<file path="src/hdl/rpps_pkg.sv">
// shared types and codes for the render phase priority scheduler
`default_nettype none

package rpps_pkg;

   localparam int OP_W     = 3;
   localparam int REGION_W = 8;
   localparam int PHASE_W  = 4;

   localparam int REGION_STATUS_BIT  = 0;
   localparam int REGION_READING_BIT = 1;

   typedef enum logic [OP_W-1:0] {
      OP_REQ_REGIONS = 3'd0,
      OP_REQ_TREND   = 3'd1,
      OP_KICK        = 3'd2,
      OP_YIELD       = 3'd3,
      OP_COMPLETE    = 3'd4,
      OP_TAKE_EDGE   = 3'd5
   } op_type;

   typedef enum logic [PHASE_W-1:0] {
      PH_INIT_STATUS  = 4'd0,
      PH_INIT_READING = 4'd1,
      PH_INIT_STATIC  = 4'd2,
      PH_INIT_COLUMNS = 4'd3,
      PH_IDLE         = 4'd4,
      PH_STATUS       = 4'd5,
      PH_READING      = 4'd6,
      PH_AXES         = 4'd7,
      PH_COLUMNS      = 4'd8
   } phase_type;

   typedef struct packed {
      op_type              op;
      logic [REGION_W-1:0] regions;
   } req_item_type;

   typedef struct packed {
      phase_type           phase;
      logic [REGION_W-1:0] pending_mask;
      logic                trend_waiting;
      logic                yielded;
      logic                initial_edge;
      logic                initial_done;
   } rsp_item_type;

endpackage

`default_nettype wire

</file>
<file path="src/hdl/rpps_if.sv">
// request and response channel interfaces
`default_nettype none

interface rpps_req_if;
   logic                         valid;
   logic                         ready;
   logic [rpps_pkg::OP_W-1:0]     op;
   logic [rpps_pkg::REGION_W-1:0] regions;

   modport source (output valid, output op, output regions, input ready);
   modport sink   (input valid, input op, input regions, output ready);
endinterface

interface rpps_rsp_if;
   logic                          valid;
   logic                          ready;
   logic [rpps_pkg::PHASE_W-1:0]  phase;
   logic [rpps_pkg::REGION_W-1:0] pending_mask;
   logic                          trend_waiting;
   logic                          yielded;
   logic                          initial_edge;
   logic                          initial_done;

   modport source (output valid, output phase, output pending_mask, output trend_waiting,
                   output yielded, output initial_edge, output initial_done, input ready);
   modport sink   (input valid, input phase, input pending_mask, input trend_waiting,
                   input yielded, input initial_edge, input initial_done, output ready);
endinterface

`default_nettype wire

</file>
<file path="src/hdl/rpps_in_stage.sv">
// input register for one request transaction
`default_nettype none

module rpps_in_stage (
   input  wire logic          clock,
   input  wire logic          reset,
   rpps_req_if.sink           req_ch,
   input  wire logic          take,
   output rpps_pkg::req_item_type item,
   output logic               item_valid
);
   import rpps_pkg::*;

   logic         valid_ff, valid_in;
   req_item_type item_ff, item_in;
   logic         load;

   // slot frees when the scheduler consumes the held transaction
   assign req_ch.ready = !valid_ff || take;
   assign load         = req_ch.valid && req_ch.ready;

   always_comb begin
      valid_in = valid_ff;
      item_in  = item_ff;
      if (load) begin
         valid_in        = 1'b1;
         item_in.op      = op_type'(req_ch.op);
         item_in.regions = req_ch.regions;
      end else if (take) begin
         valid_in = 1'b0;
      end
   end

   always_ff @(posedge clock) begin
      if (reset) begin
         valid_ff <= 1'b0;
      end else begin
         valid_ff <= valid_in;
      end
      item_ff <= item_in;
   end

   assign item       = item_ff;
   assign item_valid = valid_ff;

endmodule

`default_nettype wire

</file>
<file path="src/hdl/rpps_sched.sv">
// scheduler state, next-phase selection and result register
`default_nettype none

module rpps_sched (
   input  wire logic                   clock,
   input  wire logic                   reset,
   input  wire rpps_pkg::req_item_type item,
   input  wire logic                   item_valid,
   output logic                        take,
   rpps_rsp_if.source                  rsp_ch
);
   import rpps_pkg::*;

   phase_type           phase_ff, phase_in;
   logic [REGION_W-1:0] pend_ff, pend_in;
   logic                trend_ff, trend_in;
   logic                resume_ff, resume_in;
   logic                done_ff, done_in;
   logic                edge_ff, edge_in;
   logic                rsp_valid_ff, rsp_valid_in;
   rsp_item_type        rsp_ff, rsp_in;
   logic                yielded, edge_out, do_pick, step;

   // consume when the result register is empty or being drained
   assign step = item_valid && (!rsp_valid_ff || rsp_ch.ready);
   assign take = step;

   always_comb begin
      phase_in  = phase_ff;
      pend_in   = pend_ff;
      trend_in  = trend_ff;
      resume_in = resume_ff;
      done_in   = done_ff;
      edge_in   = edge_ff;
      yielded   = 1'b0;
      edge_out  = 1'b0;
      do_pick   = 1'b0;

      case (item.op)
         OP_REQ_REGIONS: begin
            pend_in = pend_ff | item.regions;
            do_pick = (phase_ff == PH_IDLE);
         end
         OP_REQ_TREND: begin
            trend_in = 1'b1;
         end
         OP_KICK: begin
            do_pick = (phase_ff == PH_IDLE);
         end
         OP_YIELD: begin
            if ((phase_ff inside {PH_AXES, PH_COLUMNS}) && (pend_ff != '0)) begin
               trend_in = 1'b1;
               do_pick  = 1'b1;
               yielded  = 1'b1;
            end
         end
         OP_COMPLETE: begin
            case (phase_ff)
               PH_INIT_STATUS:  phase_in = PH_INIT_READING;
               PH_INIT_READING: phase_in = PH_INIT_STATIC;
               PH_INIT_STATIC:  phase_in = PH_INIT_COLUMNS;
               PH_INIT_COLUMNS: begin
                  done_in = 1'b1;
                  edge_in = 1'b1;
                  do_pick = 1'b1;
               end
               PH_AXES: begin
                  resume_in = 1'b1;
                  phase_in  = PH_COLUMNS;
               end
               PH_COLUMNS: begin
                  resume_in = 1'b0;
                  do_pick   = 1'b1;
               end
               default: do_pick = 1'b1;
            endcase
         end
         OP_TAKE_EDGE: begin
            edge_out = edge_ff;
            edge_in  = 1'b0;
         end
         default: ;
      endcase

      // strict priority: status, reading, then trend
      if (do_pick) begin
         if (pend_in[REGION_STATUS_BIT]) begin
            pend_in[REGION_STATUS_BIT] = 1'b0;
            phase_in = PH_STATUS;
         end else if (pend_in[REGION_READING_BIT]) begin
            pend_in[REGION_READING_BIT] = 1'b0;
            phase_in = PH_READING;
         end else if (trend_in) begin
            trend_in = 1'b0;
            phase_in = resume_in ? PH_COLUMNS : PH_AXES;
         end else begin
            phase_in = PH_IDLE;
         end
      end

      rsp_in.phase         = phase_in;
      rsp_in.pending_mask  = pend_in;
      rsp_in.trend_waiting = trend_in;
      rsp_in.yielded       = yielded;
      rsp_in.initial_edge  = edge_out;
      rsp_in.initial_done  = done_in;

      rsp_valid_in = rsp_valid_ff;
      if (step) begin
         rsp_valid_in = 1'b1;
      end else if (rsp_ch.ready) begin
         rsp_valid_in = 1'b0;
      end
   end

   always_ff @(posedge clock) begin
      if (reset) begin
         phase_ff     <= PH_INIT_STATUS;
         pend_ff      <= '0;
         trend_ff     <= 1'b0;
         resume_ff    <= 1'b0;
         done_ff      <= 1'b0;
         edge_ff      <= 1'b0;
         rsp_valid_ff <= 1'b0;
      end else begin
         rsp_valid_ff <= rsp_valid_in;
         if (step) begin
            phase_ff  <= phase_in;
            pend_ff   <= pend_in;
            trend_ff  <= trend_in;
            resume_ff <= resume_in;
            done_ff   <= done_in;
            edge_ff   <= edge_in;
         end
      end
      if (step) begin
         rsp_ff <= rsp_in;
      end
   end

   assign rsp_ch.valid         = rsp_valid_ff;
   assign rsp_ch.phase         = rsp_ff.phase;
   assign rsp_ch.pending_mask  = rsp_ff.pending_mask;
   assign rsp_ch.trend_waiting = rsp_ff.trend_waiting;
   assign rsp_ch.yielded       = rsp_ff.yielded;
   assign rsp_ch.initial_edge  = rsp_ff.initial_edge;
   assign rsp_ch.initial_done  = rsp_ff.initial_done;

endmodule

`default_nettype wire

</file>
<file path="src/hdl/render_phase_priority_scheduler.sv">
// top level of the render phase priority scheduler
//
// usage
// - req_ch carries one event per transaction: op (request regions, request
//   trend, kick, yield trend, complete phase, take initial edge) and a
//   dirty region mask used only by request regions
// - rsp_ch returns exactly one transaction per event: the phase after the
//   event, the dirty bits still waiting, the trend pending flag, the yield
//   and initial-edge flags for that event and the start-up done flag
// - an event taken is held in the input register, and its result then sits
//   in the result register
// - throughput: one event per cycle while rsp_ch.ready is high, set by the
//   single register-to-register selection path in the scheduler stage;
//   state advances as each event moves from input to result register
// - reset (synchronous, active high) puts the block in the initial status
//   phase with no pending work and empties both registers
// - a stalled receiver holds the result; one more event waits in the input
//   register and then req_ch.ready drops until the result drains
`default_nettype none

module render_phase_priority_scheduler (
   input wire logic   clock,
   input wire logic   reset,
   rpps_req_if.sink   req_ch,
   rpps_rsp_if.source rsp_ch
);
   import rpps_pkg::*;

   req_item_type item;
   logic         item_valid;
   logic         take;

   // input register, released by the scheduler stage
   rpps_in_stage u_in_stage (
      .clock      (clock),
      .reset      (reset),
      .req_ch     (req_ch),
      .take       (take),
      .item       (item),
      .item_valid (item_valid)
   );

   // state update, priority select and result register
   rpps_sched u_sched (
      .clock      (clock),
      .reset      (reset),
      .item       (item),
      .item_valid (item_valid),
      .take       (take),
      .rsp_ch     (rsp_ch)
   );

endmodule

`default_nettype wire

</file>
<file path="src/flat_wrapper.sv">
// flat-port wrapper written by rule: the top's interface ports become plain ports
module render_phase_priority_scheduler_flat import rpps_pkg::*;
  (clock, reset, req_ch_valid, req_ch_op, req_ch_regions, req_ch_ready, rsp_ch_valid, rsp_ch_phase, rsp_ch_pending_mask, rsp_ch_trend_waiting, rsp_ch_yielded, rsp_ch_initial_edge, rsp_ch_initial_done, rsp_ch_ready);
  rpps_req_if req_ch_i ();
  rpps_rsp_if rsp_ch_i ();
  input wire logic clock;
  input wire logic reset;
  input wire logic [$bits(req_ch_i.valid)-1:0] req_ch_valid;
  input wire logic [$bits(req_ch_i.op)-1:0] req_ch_op;
  input wire logic [$bits(req_ch_i.regions)-1:0] req_ch_regions;
  output wire logic [$bits(req_ch_i.ready)-1:0] req_ch_ready;
  output wire logic [$bits(rsp_ch_i.valid)-1:0] rsp_ch_valid;
  output wire logic [$bits(rsp_ch_i.phase)-1:0] rsp_ch_phase;
  output wire logic [$bits(rsp_ch_i.pending_mask)-1:0] rsp_ch_pending_mask;
  output wire logic [$bits(rsp_ch_i.trend_waiting)-1:0] rsp_ch_trend_waiting;
  output wire logic [$bits(rsp_ch_i.yielded)-1:0] rsp_ch_yielded;
  output wire logic [$bits(rsp_ch_i.initial_edge)-1:0] rsp_ch_initial_edge;
  output wire logic [$bits(rsp_ch_i.initial_done)-1:0] rsp_ch_initial_done;
  input wire logic [$bits(rsp_ch_i.ready)-1:0] rsp_ch_ready;
  assign req_ch_i.valid = req_ch_valid;
  assign req_ch_i.op = req_ch_op;
  assign req_ch_i.regions = req_ch_regions;
  assign req_ch_ready = req_ch_i.ready;
  assign rsp_ch_valid = rsp_ch_i.valid;
  assign rsp_ch_phase = rsp_ch_i.phase;
  assign rsp_ch_pending_mask = rsp_ch_i.pending_mask;
  assign rsp_ch_trend_waiting = rsp_ch_i.trend_waiting;
  assign rsp_ch_yielded = rsp_ch_i.yielded;
  assign rsp_ch_initial_edge = rsp_ch_i.initial_edge;
  assign rsp_ch_initial_done = rsp_ch_i.initial_done;
  assign rsp_ch_i.ready = rsp_ch_ready;
  render_phase_priority_scheduler u_core (.clock(clock), .reset(reset), .req_ch(req_ch_i), .rsp_ch(rsp_ch_i));
endmodule
</file>
<file path="config.mk">
export PLATFORM = sky130hd
export DESIGN_NAME = render_phase_priority_scheduler_flat
export DESIGN_NICKNAME = d
export VERILOG_FILES = /design/src/hdl/rpps_pkg.sv /design/src/hdl/rpps_if.sv /design/src/hdl/rpps_in_stage.sv /design/src/hdl/rpps_sched.sv /design/src/hdl/render_phase_priority_scheduler.sv /design/src/flat_wrapper.sv
export SDC_FILE = /design/constraint.sdc
export NUM_CORES = 1
export LEC_CHECK = 0
export BUFFER_PORTS_ARGS = -buffer_cell sky130_fd_sc_hd__buf_2
export CAP_MARGIN = 10
export CORE_MARGIN = 2
export CORE_UTILIZATION = 59
export DETAILED_ROUTE_END_ITERATION = 8
export GPL_ROUTABILITY_DRIVEN = 0
export PLACE_DENSITY = 0.92
export SYNTH_ARGS = -nofsm -noshare
export SYNTH_HDL_FRONTEND = slang
export SYNTH_HIERARCHICAL = 1
export SYNTH_SLANG_ARGS = --single-unit
</file>
<file path="constraint.sdc">
create_clock -name clock -period 4.77 [get_ports clock]
set_input_delay 0.7155 -clock clock [delete_from_list [all_inputs] [get_ports clock]]
set_output_delay 0.7155 -clock clock [all_outputs]
set_load 0.01 [all_outputs]
</file>
-- Word level (Yosys, flattened, before mapping)
Cells that the tools add are included.
Widths: inputs -> output; s select.
- register bits after elaboration: 45
- eq/ne operators: 12
- muxes and demuxes: 28
- bitwise operators: 1
- reductions and logical operators: 17
- operator list (kind ; number):
    $mux 4 ; 6
    $pmux 4 s4 ; 1
    $mux 1 ; 15
    $eq 4x2->1 const B ; 2
    $eq 4x3->1 const B ; 2
    $mux 8 ; 1
    $or 8x8->8 ; 1
    $reduce_bool 2->1 ; 4
    $reduce_bool 8->1 ; 1
    $eq 3x2->1 const B ; 2
    $eq 3x3->1 const B ; 2
    $pmux 1 s2 ; 3
    $eq 4x1->1 const B ; 1
    $eq 4x4->1 const B ; 1
    $logic_not 4->1 ; 1
    $reduce_or 4->1 ; 1
    $eq 3x1->1 const B ; 1
    $logic_and 1x1->1 ; 3
    $logic_not 3->1 ; 1
    $pmux 1 s3 ; 1
    $reduce_and 3->1 ; 1
    $logic_not 1->1 ; 2
    $logic_or 1x1->1 ; 2
    $mux 2 ; 1
    2 further kinds ; 2

-- Logic depth before layout (Yosys ltp)
Gate-level depths: netlist of the first run.
- depth in word-level cells: 9
- gate-level depth with buffers: 8
- mapped depth without buffers: 6

-- Cells and area by module
The synthesis of the first run kept the hierarchy.
- modules (own cells, without submodules) (module ; times used ; cells each ; area an instance (sq um)):
    rpps_sched ; 1 ; 156 ; 1591.5
    rpps_in_stage ; 1 ; 16 ; 385.4

-- Worst setup path before layout of the first run
OpenSTA, ideal clock, no wires.
- kind: in2out
- from: input rsp_ch_ready
- to: output req_ch_ready
- arrival time: 2.022 ns
- data required time: 4.055 ns
- path slack: 2.033 ns
- stages on the path: 5
- path buffers: 1
- path through: nand2b_1 nand2_1 inv_1 clkbuf_1 nand2b_4
- cells in the longest elaborated chain, start to end: 3
- ends and longest elaborated chain (item ; RTL line ; source):
    start, declared ; flat_wrapper.sv:19 ; input wire logic [$bits(rsp_ch_i.ready)-1:0] rsp_ch_ready;
    $logic_or 1x1->1 ; rpps_sched.sv:25 ; assign step = item_valid && (!rsp_valid_ff || rsp_ch.ready);
    $logic_and 1x1->1 ; rpps_sched.sv:25 ;
    named net u_core.take ; render_phase_priority_scheduler.sv:31 ; logic take;
    $logic_or 1x1->1 ; rpps_in_stage.sv:19 ; assign req_ch.ready = !valid_ff || take;
    end, declared ; flat_wrapper.sv:11 ; output wire logic [$bits(req_ch_i.ready)-1:0] req_ch_ready;
The timed path passes the listed nets, and every way through them passes these cells.

-- Worst setup path in the final report of the first run
Same ends and word-level chain as after synthesis.

==> results of run 1 <==
## critical path: stages
cell      delay [ns]
buf_2           0.09
nand2b_1        0.14
nand2_1         0.33
inv_1           0.11
nand2b_4        0.17
buf_2           0.14
## flip-flops by register name (all words and copies together), names as in the netlist, 4 cells and up
| register | count |
|---|---|
| u_core/u_in_stage/item | 11 |
| u_core/u_sched/pend_ff | 8 |
| u_core/u_sched/phase_ff | 4 |
| u_core/u_sched/rsp_ch.pending_mask | 8 |
| u_core/u_sched/rsp_ch.phase | 4 |
## Yosys cell counts, types with 2 or more instances
library cell | count | area (um2)
edfxtp_1 | 27 | 810.8
dfxtp_1 | 18 | 360.4
nor2_1 | 17 | 63.81
a21oi_1 | 16 | 80.08
nand2_1 | 13 | 48.80
inv_1 | 12 | 45.04
nor3_1 | 8 | 40.04
o21ai_0 | 5 | 25.02
buf_4 | 4 | 30.03
a31oi_1 | 3 | 18.77
a22o_1 | 2 | 17.52
and3_1 | 2 | 12.51
buf_6 | 2 | 22.52
clkbuf_1 | 2 | 7.510
nand2b_1 | 2 | 12.51
nor2b_1 | 2 | 12.51
nor4_2 | 2 | 25.02
nor4b_1 | 2 | 17.52
o21a_1 | 2 | 15.01
or3_1 | 2 | 12.51
## cell type report
| type | instances | area [um2] |
|---|---|---|
| flip-flops and latches | 45 | 1171 |
| multi-input cells | 106 | 691.9 |
| inverters | 12 | 45.04 |
| repair buffers | 33 | 167.7 |
| clock inverters | 2 | 38.79 |
| fillers | 259 | 1071 |
| clock buffers | 6 | 41.29 |
| well taps | 46 | 57.56 |
## through the flow
step           setup slack, ns  hold slack [ns]  cell area, um2  power (mW)  cells
6_report                 2.354           0.4896            2213      0.7309    250
5_1_grt                  2.268           0.4834            2213      0.7642    250
3_3_place_gp             2.397           0.4444            2133      0.5088    242
2_1_floorplan            2.033           0.4293            1977      0.4907    172
4_1_cts                  2.358           0.4897            2213      0.7369    250
3_5_place_dp             2.360           0.4710            2133      0.5116    242
## final timing paths
| kind | to | slack [ns] |
|---|---|---|
| setup / recovery | req_ch_ready | 2.35 |
| hold / removal | u_core/u_sched/trend_ff | 0.49 |
| setup reg to reg | u_core/u_sched/phase_ff[3] | 2.50 |
| hold reg to reg | u_core/u_sched/trend_ff | 0.49 |
## cells by family (layout without fill, tap and decap cells)
| group | Yosys count | in the layout |
|---|---|---|
| compound gates | 42 | 42 |
| buf+inv | 21 | 53 |
| simple gates | 63 | 63 |
| flops | 45 | 45 |
| xor+xnor | 1 | 1 |
## layer usage
| metal | GRT usage | wire length, um | up-vias |
|---|---|---|---|
| met2 | 0.2962 | 1607 | 71 |
| met5 | 0 | 0 | - |
| met3 | 0.07453 | 248 | 9 |
| li1 | - | - | 691 |
| met1 | 0.2551 | 1435 | 642 |
| met4 | 0.1003 | 82 | 0 |
## power groups by stage
stage	Combinational (mW)	Clock [mW]	Sequential (mW)
floorplan	0.0399	0	0.451
global placement	0.0593	0	0.449
detailed placement	0.0616	0	0.450
CTS	0.0617	0.234	0.441
global route	0.0686	0.252	0.443
finish	0.0615	0.228	0.441
==> flow_metrics.env, run 1 <==
export IMPL_antenna_cells=0
export IMPL_hold_buffers=0
export IMPL_io_buffers=32
export IMPL_finalHoldViolCount=0
export IMPL_drtAntennaViolNets=0
export IMPL_grt_overflow_total=0
export IMPL_cts_buffers=5
export IMPL_dieArea_mm2=0.003830
export IMPL_timing_rr_start="u_core/u_in_stage/item[9]"
export IMPL_status="completed"
export IMPL_rsz0062_at_grt="no"
export IMPL_fmax_mhz=413.9
export IMPL_grt_usage=0.1989
export IMPL_ys_types=49
export IMPL_fin_nets=218
export IMPL_cts_tree="done"
export IMPL_antenna_found_initial=0
export IMPL_critical_path_class="in2out"
export IMPL_tns_ns=0
export IMPL_clock_path_buffers=2
export IMPL_synth_edf_count=27
export IMPL_grt_pass1_vias=1233
export IMPL_start_kind="input port"
export IMPL_cts_resized=0
export IMPL_die_w_um=61.89
export IMPL_routed_via_density=5.652
export IMPL_post_cts_buffers=0
export IMPL_switchingPower_mw=0.1641
export IMPL_syn_area_mm2=0.001977
export IMPL_skew_ns=0.008791
export IMPL_yosys_area_share_simple=0.1848
export IMPL_synthArstFlopShare=0
export IMPL_p_comb_frac=0.084
export IMPL_vias=1413
export IMPL_syn_nets=187
export IMPL_crit_required_ns=4.05
export IMPL_p_leak_nw=0.8755
export IMPL_drv_cap=0
export IMPL_start_util=0.6019
export IMPL_synth_compound_area_share=0.1608
export IMPL_coreArea_mm2=0.003284
export IMPL_grt_max_degree=29
export IMPL_swShare=0.2245
export IMPL_worstMarginPinSlew_ns=0.6909
export IMPL_mostFrequentLayoutCells="32 x buf_2, 27 x edfxtp_1, 18 x dfxtp_1, 17 x nor2_1, 16 x a21oi_1"
export IMPL_path_clk_slew_ns=0.12
export IMPL_wire_per_inst_um=13.50
export IMPL_synth_mux_area_fraction=0
export IMPL_max_slew_margin=0.5394
export IMPL_powerDensity_mw_per_mm2=330.2
export IMPL_holdPathStages=2
export IMPL_first_iter_violations=40
export IMPL_synth_avg_cell_area_um2=11.49
export IMPL_reg2regPathDepth=6
export IMPL_area_growth_pct=11.96
export IMPL_synth_seq_cells=45
export IMPL_p_clk_frac=0.312
export IMPL_grt_pass1_wl_mm=5.313
export IMPL_fin_crit_sh=0.5066
export IMPL_synth_xor_area_frac=0.004430
export IMPL_wirelength_mm=3.375
export IMPL_hpwl_mm=2.379
export IMPL_die_h_um=61.89
export IMPL_rows=21
export IMPL_ys_flop_type="edfxtp_1"
export IMPL_p_seq_frac=0.604
export IMPL_internal_power_mw=0.5668
export IMPL_ir_worst_vdd_mv=0.3305
export IMPL_clk_latency_ns=0.36
export IMPL_drc=0
export IMPL_htree_levels=2
export IMPL_min_period_ns=2.416
export IMPL_startpoint="rsp_ch_ready"
export IMPL_synth_cells=172
export IMPL_post_route_util=0.6739
export IMPL_slew_viol_final=0
export IMPL_drtPass1Iterations=4
export IMPL_cts_root_buf="clkbuf_4"
export IMPL_layout_commonest_cell="buf_2"
export IMPL_synth_fa_ha_area_frac=0
export IMPL_io_pins=33
export IMPL_synth_top_family_by_area="simple AND/OR/NAND/NOR gates"
export IMPL_cp_max_fo=14
export IMPL_setup_violations=0
export IMPL_endpoint_kind="output pin"
export IMPL_hold_start="u_core/u_sched/trend_ff"
export IMPL_drive_above_1_share=0.2794
export IMPL_cp_data_arrival_time_ns=1.70
export IMPL_clock_sinks=45
export IMPL_yosysWarnings=6
export IMPL_worstHoldPathType="reg2reg"
export IMPL_ys_seq_area_frac=0.5924
Power figures use the tool's default switching activity.
==> run 2, diff against run 1 <==
--- a/config.mk
+++ b/config.mk
@@ -5,13 +5,14 @@
 export SDC_FILE = /design/constraint.sdc
 export NUM_CORES = 1
 export LEC_CHECK = 0
+export ABC_AREA = 1
 export BUFFER_PORTS_ARGS = -buffer_cell sky130_fd_sc_hd__buf_2
 export CAP_MARGIN = 10
 export CORE_MARGIN = 2
-export CORE_UTILIZATION = 59
+export CORE_UTILIZATION = 55
 export DETAILED_ROUTE_END_ITERATION = 8
 export GPL_ROUTABILITY_DRIVEN = 0
-export PLACE_DENSITY = 0.92
+export PLACE_DENSITY = 0.87
 export SYNTH_ARGS = -nofsm -noshare
 export SYNTH_HDL_FRONTEND = slang
 export SYNTH_HIERARCHICAL = 1
==> constraint.sdc (replaced) <==
create_clock -name clock -period 2.4 [get_ports clock]
set_input_delay 0.36 -clock clock [delete_from_list [all_inputs] [get_ports clock]]
set_output_delay 0.36 -clock clock [all_outputs]
set_load 0.01 [all_outputs]
==> run 2 against run 1 <==
Against the previous run:
- synthesized cell count increased by 21%
- clock skew decreased by 0.0019 ns
- sequential share of layout area decreased by 0.56 points
- final cell count increased by 17%
- critical endpoint unchanged
- largest cell class unchanged
- highest routed layer unchanged
==> flow_metrics.env, run 2 <==
export IMPL_status="completed"
export IMPL_die_h_um=63.46
export IMPL_largest_reg_flops=11
export IMPL_drtPass1Iterations=4
export IMPL_min_period_ns=1.661
export IMPL_layout_commonest_cell="nand2_1"
export IMPL_clk_latency_ns=0.36
export IMPL_routed_via_density=4.809
export IMPL_grt_pass1_wl_mm=4.974
export IMPL_cpLargestDelayFamily="flip-flops"
export IMPL_clock_path_buffers=2
export IMPL_cts_tree="done"
export IMPL_cts_buffers=5
export IMPL_layoutNonFillerInstCount=293
export IMPL_synth_avg_cell_area_um2=9.348
export IMPL_fill_cells=287
export IMPL_synthMostInstantiatedCell="nand2_1"
export IMPL_die_w_um=63.46
export IMPL_powerDensity_mw_per_mm2=678.9
export IMPL_cp_max_fo=7
export IMPL_hold_start="req_ch_op[0]"
export IMPL_reg2regPathDepth=12
export IMPL_drc=0
export IMPL_cp_data_arrival_time_ns=1.30
export IMPL_dp_cells=285
export IMPL_htree_levels=2
export IMPL_coreArea_mm2=0.003363
export IMPL_fmax_mhz=602.0
export IMPL_worstMarginPinSlew_ns=0.3673
export IMPL_hpwl_mm=2.245
export IMPL_rsz0062_at_grt="no"
export IMPL_antenna_found_initial=0
export IMPL_multi_input_area_um2=604.3
export IMPL_fin_nets=261
export IMPL_mostFrequentLayoutCells="46 x nand2_1, 32 x buf_2, 32 x inv_1, 27 x edfxtp_1, 18 x dfxtp_1"
export IMPL_wire_per_inst_um=10.33
export IMPL_cts_root_buf="clkbuf_4"
export IMPL_clock_sinks=45
export IMPL_drive_above_1_share=0.2672
export IMPL_cp_num_buf_inv=3
export IMPL_r2r_end="u_core/u_sched/rsp_ch.phase[2]"
export IMPL_synth_top_area_frac=0.4170
export IMPL_synth_cells=208
export IMPL_wirelength_mm=3.026
export IMPL_fin_hold_ws_ns=0.1691
export IMPL_stdcell_area_mm2=0.002237
export IMPL_ys_types=24
export IMPL_grt_max_degree=36
export IMPL_power_mw=1.519
export IMPL_path_clk_slew_ns=0.12
export IMPL_crit_required_ns=2.04
export IMPL_synth_area_leaders="edfxtp_1 42%, dfxtp_1 19%, nand2_1 8.9%"
export IMPL_endpoint_kind="output pin"
export IMPL_synth_edf_count=27
export IMPL_finalHoldViolCount=0
export IMPL_rows=21
export IMPL_post_route_util=0.6652
export IMPL_p_leak_nw=1.043
export IMPL_slew_viol_final=0
export IMPL_synth_seq_cells=45
export IMPL_drv_cap=0
export IMPL_drtAntennaViolNets=0
export IMPL_slowest_stage="dfxtp_1"
export IMPL_start_kind="flip-flop"
export IMPL_io_pins=33
export IMPL_ys_flop_type="edfxtp_1"
export IMPL_worstHoldPathType="in2reg"
export IMPL_tns_ns=0
export IMPL_antenna_cells=0
export IMPL_setup_ws_ns=0.7389
export IMPL_syn_area_mm2=0.001944
export IMPL_yosys_area_top_type="edfxtp_1"
export IMPL_cts_resized=0
export IMPL_yosysWarnings=6
export IMPL_skew_ns=0.006874
export IMPL_start_util=0.5781
export IMPL_synthTopCellsByCount="46 x nand2_1, 32 x inv_1, 27 x edfxtp_1"
export IMPL_cp_slowest_stage_delay_ns=0.34
export IMPL_holdPathEnd="u_core/u_in_stage/item[8]"
export IMPL_seqCellArea_mm2=0.001171
export IMPL_grt_overflow_total=0
export IMPL_fin_crit_sh=0.6921
export IMPL_grt_pass1_vias=1146
export IMPL_setup_violations=0
export IMPL_grt_usage=0.1642
export IMPL_first_iter_violations=65
export IMPL_max_slew_margin=0.7551
export IMPL_path_cells="nand2_1 -> nand2_1 -> inv_1 -> inv_2 -> nand2_2 -> buf_2"
export IMPL_io_buffers=32
export IMPL_syn_nets=223
export IMPL_hold_buffers=0
export IMPL_synthArstFlopShare=0
export IMPL_timing_rr_start="u_core/u_in_stage/item[8]"
export IMPL_r2r_slack_ns=0.78
export IMPL_vias=1409
export IMPL_post_cts_buffers=0
export IMPL_dp_worst_setup_slack_ns=0.7912
export IMPL_critical_path_class="reg2out"
export IMPL_crit_path_frequent_cell="nand2_1"
export IMPL_ir_worst_vdd_mv=0.4529
export IMPL_dpl_cell_area_mm2=0.002158
export IMPL_dieArea_mm2=0.004027
export IMPL_ys_seq_area_frac=0.6023
export IMPL_holdPathStages=1
export IMPL_area_growth_pct=15.06
[run 2: cell types whose count changed after synthesis, sizes merged, moves of 3 or more]
| cell | previous run | this run |
|---|---|---|
| nand2 | 14 | 55 |
| inv | 12 | 38 |
| nor3 | 9 | 0 |
| o21ai | 6 | 15 |
| nand3 | 1 | 8 |
| buf | 6 | 1 |
| a21oi | 17 | 20 |
| a31oi | 3 | 0 |
| and3 | 3 | 0 |
| nand2b | 3 | 0 |
| nor4b | 3 | 0 |
[run 2: worst max-delay path by stage]
stage	start	end	slack (ns)	depth (start not counted)
finish	u_core/u_sched/rsp_ch.valid	req_ch_ready	0.74	6
global route	u_core/u_in_stage/item[8]	u_core/u_sched/rsp_ch.phase[2]	0.61	12
CTS	u_core/u_sched/rsp_ch.valid	req_ch_ready	0.71	6
detailed placement	u_core/u_in_stage/item[8]	u_core/u_sched/rsp_ch.phase[2]	0.79	12
global placement	rsp_ch_ready	u_core/u_sched/edge_ff	0.82	8
floorplan	rsp_ch_ready	u_core/u_in_stage/item[0]	0.51	7
[run 2: worst register-to-register path, stage by stage, from the launching register on]
cell	delay (ns)
edfxtp_1	0.45
nor2_1	0.11
nand2_1	0.13
clkinv_1	0.10
nand3_1	0.06
nand2_1	0.06
clkinv_1	0.09
nand2_4	0.09
nand3_2	0.09
inv_1	0.07
nand2_1	0.05
nand2_1	0.07
inv_1	0.04
[run 2: report_power, final]
part,total (mW),leakage (nW),switching (mW),internal [mW]
registers,0.889,0.406,0.0203,0.869
logic,0.183,0.598,0.118,0.0646
clock network,0.447,0.0389,0.231,0.216
total,1.52,1.04,0.370,1.15
[run 2: area by class of cell]
cell class / count / area share
clock buffer: 5 / 0.01678
clock inverter: 3 / 0.01846
inverter: 40 / 0.06711
multi-input combinational: 120 / 0.2701
sequential: 45 / 0.5235
tap: 46 / 0.02573
timing repair buffer: 34 / 0.07830
[run 2: per-layer routing]
metal  track usage  vias to the layer above  part of all wire  wire length [um]
met1        0.2093                      613              0.45              1363
met3       0.04464                        8             0.060               181
met4       0.09783                        0             0.024                74
met5             0                        -                 0                 0
li1              -                      744                 -                 -
met2        0.2500                       44              0.46              1407
[run 2: logic make-up (layout without fill, tap and decap cells)]
family,after synthesis,after routing,share of synthesized area
and+or+nand+nor,82,82,0.2034
DFF,45,45,0.6023
buffers and inverters,43,82,0.08688
AOI/OAI and AO/OA,38,38,0.1075
